## src/rtl/core/hesf_pkg.sv

```systemverilog
// Shared types and constants for the hit event selection filter.
package hesf_pkg;

  // Field widths
  localparam int ID_W     = 16;
  localparam int INDEX_W  = 8;
  localparam int ENERGY_W = 24;
  localparam int Z_W      = 16;
  localparam int LAYER_W  = 4;
  localparam int CFG_W    = 24;
  localparam int CFG_IDX_W = 3;

  // Layer thresholds in raw Q11.4 units: 11.5 cm top, 1.5 cm per layer
  localparam int Z_TOP_RAW  = 184;
  localparam int Z_STEP_RAW = 24;

  // Hit index that passes the index check
  localparam logic [INDEX_W-1:0] INDEX_ONE = INDEX_W'(1);

  // Configuration register indexes
  typedef enum logic [CFG_IDX_W-1:0] {
    REG_SELECT_MODE       = 3'd0,
    REG_ENERGY_LOW        = 3'd1,
    REG_ENERGY_HIGH       = 3'd2,
    REG_TARGET_LAYER      = 3'd3,
    REG_REQUIRE_INDEX_ONE = 3'd4,
    REG_UNIQUE_ONLY       = 3'd5
  } cfg_reg_t;

  // Selection criterion
  typedef enum logic {
    MODE_ENERGY = 1'b0,
    MODE_LAYER  = 1'b1
  } sel_mode_t;

  // Configuration register set
  typedef struct packed {
    sel_mode_t           select_mode;
    logic [ENERGY_W-1:0] energy_low;
    logic [ENERGY_W-1:0] energy_high;
    logic [LAYER_W-1:0]  target_layer;
    logic                require_index_one;
    logic                unique_only;
  } cfg_t;

endpackage

```

## src/rtl/core/hesf_hit_check.sv

```systemverilog
// Per-hit qualification: index check, energy window or layer match.
module hesf_hit_check #(
  parameter int NUM_LAYERS = 10
) (
  input  hesf_pkg::cfg_t                      cfg,
  input  logic [hesf_pkg::INDEX_W-1:0]        hit_index,
  input  logic [hesf_pkg::ENERGY_W-1:0]       hit_energy,
  input  logic signed [hesf_pkg::Z_W-1:0]     hit_z,
  output logic                                qualifies
);

  logic [NUM_LAYERS:1]           above;
  logic [hesf_pkg::LAYER_W-1:0]  layer;
  logic                          index_ok;
  logic                          in_window;
  logic                          layer_ok;

  // z strictly above each layer threshold, all compares in parallel
  for (genvar k = 1; k <= NUM_LAYERS; k++) begin : g_thr
    localparam logic signed [hesf_pkg::Z_W-1:0] THR =
      hesf_pkg::Z_W'(hesf_pkg::Z_TOP_RAW - hesf_pkg::Z_STEP_RAW * (k - 1));
    assign above[k] = hit_z > THR;
  end

  // First layer whose threshold is passed, 0 when none
  always_comb begin
    layer = '0;
    for (int k = NUM_LAYERS; k >= 1; k--) begin
      if (above[k]) begin
        layer = hesf_pkg::LAYER_W'(k);
      end
    end
  end

  // Closed window, either bound order
  assign in_window = ((hit_energy >= cfg.energy_low) && (hit_energy <= cfg.energy_high)) ||
                     ((hit_energy >= cfg.energy_high) && (hit_energy <= cfg.energy_low));

  assign layer_ok = (layer == cfg.target_layer);
  assign index_ok = !cfg.require_index_one || (hit_index == hesf_pkg::INDEX_ONE);

  assign qualifies = index_ok &&
                     ((cfg.select_mode == hesf_pkg::MODE_ENERGY) ? in_window : layer_ok);

endmodule

```

## config.mk

```make
export PLATFORM = sky130hd
export DESIGN_NAME = hesf_hit_check
export DESIGN_NICKNAME = d
export VERILOG_FILES = /design/src/rtl/core/hesf_pkg.sv /design/src/rtl/core/hesf_hit_check.sv
export SDC_FILE = /design/constraint.sdc
export NUM_CORES = 1
export LEC_CHECK = 0
export BUFFER_PORTS_ARGS = -buffer_cell sky130_fd_sc_hd__buf_2
export CAP_MARGIN = 20
export CORE_MARGIN = 2
export CORE_UTILIZATION = 41
export DETAILED_ROUTE_END_ITERATION = 6
export PLACE_DENSITY_LB_ADDON = 0.12
export SLEW_MARGIN = 40
export SYNTH_ARGS = -nofsm -noshare
export SYNTH_HDL_FRONTEND = slang
export SYNTH_SLANG_ARGS = --single-unit
```

## constraint.sdc

```tcl
create_clock -name vclk -period 1.8
set_input_delay 0.09 -clock vclk [all_inputs]
set_output_delay 0.09 -clock vclk [all_outputs]
set_load 0.05 [all_outputs]
```

==> impl_metrics.toml, run 1 <==
[run_status]
status = "finished, violations left"
failed_checks = "setup timing"

[grt]
grt-ovfl-total = 0
grt_max_degree = 8
grt_pass1_wl_microns = 7790
grt_antenna_before_repair = 0
grt_usage_pct = 20.8
grt_pass1_vias = 2043

[routing]
totalWireLength_microns = 4730
antenna_left = 0
avgRoutedWirePerCell_microns = 10.9
wl_met1_microns = 2070
wl_met2_microns = 2380
firstDrtPassIters = 4
drcViolationCount = 0
top_layer = "met4"
via_per_inst = 5.05
met3WireLength_microns = 261
drtIter0Drc = 57
vias = 2188

[timing]
finalHoldViolCount = 0
finalCritPeriodShare_pct = 124
whs_ns = 0.690
setup_ws_ns = -0.424
finalSetupViolations = 1
slew_viol_final = 0
rsz0062_at_grt = "yes"
setup_tns_ns = -0.424
fmax_mhz = 450
min_period_ns = 2.22
slew_headroom_pct = 71.4
worst_pin_slew_ns = 0.428

[finish]
num_antenna_cells = 0
drive_gt1_share_pct = 44.4
fillers = 353
seqCellArea_sq_um = 0
nClkBuffers = 0
area_delta_synth_final_pct = 62.5
final_nets = 536
seq_cells = 0

[pwr]
p_switching_w = 0.000254
clkPwrFrac_pct = 0
p_leak_nw = 1.60
p_comb_share_pct = 100.0
swShare_pct = 44.8
power_density_nw_per_um2 = 212
internal-power_w = 0.000313
seqPwrFrac_pct = 0
peakVddDrop_v = 0.000120

[hold_path]
min_path_type = "in2out"
hold_depth = 6

[place]
gp_congestion = 0.817
portBuffers = 103
place_hpwl_microns = 4460

[synth]
netlist_top_cells_area = "ha_1 (37%), inv_1 (13%), nand4_1 (4.9%)"
syn_area_per_cell_sq_um = 7.22
syn_area_sq_um = 1650
syn_nets = 379
ys_seq_area_share_pct = 0
synthDistinctLibCells = 48
synth_top_cell_by_area = "ha_1"
syn_inst = 228
yosys.area.top_type_share_pct = 36.5
ys.warnings.count = 0

[worst_setup_path]
worstPathCellList = "buf_2 > or4_4 > nand2b_4 > o22a_1 > o21a_1 > o311ai_2 > a41oi_2 > a211oi_4 > buf_6"
critPathBufInv = 2
worst-endpoint-arrival_ns = 2.13
start_kind = "primary input"
crit_type = "in2out"
max_stage_delay_ns = 0.55
critPathTopFamily = "compound AO/OA/AOI/OAI gates"
critPathRequiredTime_ns = 1.71
cp_slowest_cell = "or4_4"
critPathCaptureType = "primary output"
cp_num_cells = 9
worstPathMaxFanout = 4

[floorplan]
ioPinCount = 104
initial_core_util_pct = 41.7
dieArea_sq_um = 4540
die_w_microns = 67.4
core_sq_um = 3940
dieHeight_microns = 67.4
rows = 23

[clock_network]
hold_buffers = 0

[flow_run]
drv_cap = 0
==> routing by layer <==
metal,GRT usage [%],vias to the layer above
met5,0,-
met3,1.00,2
met1,24.9,959
li1,-,1163
met4,1.28,0
met2,42.0,64
==> cell families (layout without fill, tap and decap cells) <==
group | Yosys count | in the layout | synth area share [%]
adder cells (fa/ha/maj) | 48 | 48 | 36.5
AND/OR/NAND/NOR | 54 | 54 | 19.9
XOR/XNOR | 2 | 2 | 1.06
AO/OA/AOI/OAI | 66 | 66 | 28.9
buffers and inverters | 57 | 212 | 13.0
multiplexers | 1 | 1 | 0.608
==> cell type report <==
class | count | area, sq um | share of cell area [%]
tap | 50 | 62.6 | 2.34
multi-input combinational | 171 | 1480 | 55.3
timing repair buffer | 157 | 927 | 34.7
inverter | 55 | 206 | 7.72
==> through the flow <==
| stage | utilization [%] | instance area, sq um | setup WS (ns) | power, W | std cells |
|---|---|---|---|---|---|
| after detailed placement | 67.0 | 2640 | -0.517 | 0.000556 | 433 |
| final | 67.8 | 2670 | -0.424 | 0.000567 | 433 |
| after CTS | 67.4 | 2660 | -0.424 | 0.000566 | 433 |
| after global routing | 67.8 | 2670 | -0.511 | 0.000640 | 433 |
| after floorplan | - | 1670 | -0.343 | 0.000262 | 228 |
| after global placement | 67.0 | 2640 | -0.498 | 0.000541 | 433 |
==> placed cells by master, fill, tap and decap left out, drive strengths merged, types with 2 or more instances in the layout <==
| cell | netlist | final |
|---|---|---|
| or4 | 2 | 2 |
| buf | 0 | 157 |
| o31ai | 2 | 2 |
| inv | 55 | 55 |
| nand4 | 13 | 13 |
| a211oi | 6 | 6 |
| o41ai | 2 | 2 |
| nand2b | 3 | 3 |
| nand3 | 6 | 6 |
| and3 | 2 | 2 |
| nand2 | 5 | 5 |
| o211ai | 4 | 4 |
| a21oi | 15 | 15 |
| o21a | 3 | 3 |
| o311ai | 2 | 2 |
| a21o | 10 | 10 |
| a221oi | 2 | 2 |
| nor2 | 5 | 5 |
| o21ai | 6 | 6 |
| xnor2 | 2 | 2 |
| a211o | 2 | 2 |
| ha | 48 | 48 |
| nor4 | 5 | 5 |
| nor3 | 7 | 7 |
| a32o | 2 | 2 |
==> cells in the mapped netlist, types with 2 or more instances <==
cell type  count
a221oi_1       2
clkbuf_1       2
nand2b_1       2
o21a_1         3
nand3_1        6
a21o_1        10
nor2_1         5
o31ai_1        2
nor3_1         7
o41ai_1        2
nand2_1        5
inv_1         55
o21ai_0        6
o211ai_1       4
nand4_1       13
a211oi_1       6
a211o_1        2
nor4_1         4
xnor2_1        2
ha_1          48
a21oi_1       15
==> path summary, 6_finish.rpt <==
path  startpoint   endpoint
max     hit_z[3]  qualifies
min       cfg[1]  qualifies
==> power groups by stage <==
| stage | clock (W) | combinational [W] | sequential (W) |
|---|---|---|---|
| floorplan | 0 | 0.000262 | 0 |
| global placement | 0 | 0.000541 | 0 |
| detailed placement | 0 | 0.000556 | 0 |
| CTS | 0 | 0.000566 | 0 |
| global route | 0 | 0.000640 | 0 |
| finish | 0 | 0.000567 | 0 |
==> timing repair <==
item                                    4_1_cts  5_1_grt
pin swaps                                     1        0
gates cloned                                  0        0
setup buffers                                 0        0
endpoints found under the setup margin        1        1
resized for setup                             5        3
No activity file was read; power rests on OpenSTA's default activity.
==> inputs of run 2 (changes only) <==
GPL_TIMING_DRIVEN = 0   (was not set)
==> run 2 against run 1 <==
Effect of this change:
- the run still ends with setup timing left
- hold slack worse by 0.058 ns
- routed wire length down 12%
- cell area down 15%
- global-route usage down 3.6 points
- via count down 11%
- non-clock buffer count down 53
- first-iteration DRC count up 18%
- combinational power down 20%
- sequential cell count unchanged
- critical path type unchanged
- largest cell class unchanged
- largest power group unchanged
- highest routed layer is now met3
==> impl_metrics.toml, run 2 (synthesized netlist as in run 1, its figures left out) <==
[run_status]
status = "finished, violations left"
failed_checks = "setup timing"

[hold_path]
min_from = "cfg[1]"
min_path_type = "in2out"
hold_depth = 5
holdPathEnd = "qualifies"

[finish]
num_antenna_cells = 0
fillers = 399
area_delta_synth_final_pct = 37.6
final_nets = 483
post-route-util_pct = 57.4
nClkBuffers = 0
seq_cells = 0
final_cell_mix = "buf_2 (101), inv_1 (55), ha_1 (48)"
final_common_cell = "buf_2"
seqCellArea_sq_um = 0
finalInstanceArea_sq_um = 2260
drive_gt1_share_pct = 34.8

[floorplan]
initial_core_util_pct = 41.7
core_sq_um = 3940
ioPinCount = 104
rows = 23
die_w_microns = 67.4
dieArea_sq_um = 4540
dieHeight_microns = 67.4

[pwr]
internal-power_w = 0.000227
p_comb_share_pct = 100.0
peakVddDrop_v = 0.0000823
swShare_pct = 49.9
p_switching_w = 0.000227
power_density_nw_per_um2 = 200
clkPwrFrac_pct = 0
seqPwrFrac_pct = 0
p_leak_nw = 1.34
power_w = 0.000454

[timing]
finalHoldViolCount = 0
fmax_mhz = 446
setup_ws_ns = -0.444
finalCritPeriodShare_pct = 125
whs_ns = 0.632
finalSetupViolations = 1
worst_pin_slew_ns = 0.570
rsz0062_at_grt = "yes"
slew_headroom_pct = 61.4
min_period_ns = 2.24
slew_viol_final = 0

[routing]
antenna_left = 0
via_per_inst = 5.11
avgRoutedWirePerCell_microns = 11.0
drtIter0Drc = 67
firstDrtPassIters = 4
vias = 1942
drcViolationCount = 0
totalWireLength_microns = 4160

[grt]
grt_pass1_wl_microns = 6480
grt-ovfl-total = 0
grt_antenna_before_repair = 0
grt_max_degree = 10
grt_pass1_vias = 1652
grt_usage_pct = 17.2

[worst_setup_path]
critPathCaptureType = "primary output"
crit_type = "in2out"
start_kind = "primary input"
max_stage_delay_ns = 0.55
worstPathCellList = "buf_2 > or4_4 > nand2b_4 > o22a_1 > o21a_1 > o311ai_2 > a41oi_2 > a211oi_4 > buf_6"
critPathTopFamily = "compound AO/OA/AOI/OAI gates"
worstPathMaxFanout = 4
critPathBufInv = 2
crit_path_start = "hit_z[3]"
cp_slowest_cell = "or4_4"
critPathRequiredTime_ns = 1.71
worst-endpoint-arrival_ns = 2.15

[place]
portBuffers = 102
gp_congestion = 0.816
place_hpwl_microns = 3870
place_area_sq_um = 2240
dp_slack_ns = -0.623

[clock_network]
postCtsSetupBuffers = 0
hold_buffers = 0

[flow_run]
drv_cap = 0
run 2: changes by cell type in the layout (fill, tap and decap cells not counted), sizes merged:
| cell | previous run | this run |
|---|---|---|
| clkbuf | 0 | 2 |
| buf | 157 | 102 |
run 2: metal layers:
| layer | GRT usage [%] | wire length, microns |
|---|---|---|
| met1 | 22.8 | 1950 |
| met5 | 0 | 0 |
| met2 | 32.7 | 1970 |
| met3 | 0.667 | 242 |
| met4 | 0 | 0 |
run 2: power groups by stage:
stage | logic (W) | clock network, W | registers, W
6_report | 0.000454 | 0 | 0
3_3_place_gp | 0.000440 | 0 | 0
4_1_cts | 0.000454 | 0 | 0
2_1_floorplan | 0.000262 | 0 | 0
5_1_grt | 0.000522 | 0 | 0
3_5_place_dp | 0.000447 | 0 | 0
run 2: worst max path at each step:
stage | cells after the start | to
CTS | 9 | qualifies
global placement | 10 | qualifies
finish | 9 | qualifies
detailed placement | 10 | qualifies
global route | 9 | qualifies
floorplan | 7 | qualifies
run 2: metrics by stage:
stage               cells  TNS [ns]
finish                380    -0.444
global route          380    -0.541
CTS                   380    -0.458
detailed placement    380    -0.623
global placement      380    -0.580
floorplan             228    -0.343
run 2: area by class of cell:
| class | count | area [sq um] | area share, % |
|---|---|---|---|
| multi-input cells | 171 | 1470 | 65.0 |
| repair buffers | 102 | 517 | 22.8 |
| inverters | 55 | 206 | 9.12 |
| well taps | 50 | 62.6 | 2.76 |
| plain buffers | 2 | 7.51 | 0.331 |
run 2: what timing repair did:
item | in CTS | in global routing
hold endpoints to repair | 0 | 0
setup endpoints to repair | 1 | 1
pin swaps | 1 | 0
cloned | 0 | 0
gates resized for setup | 3 | 3
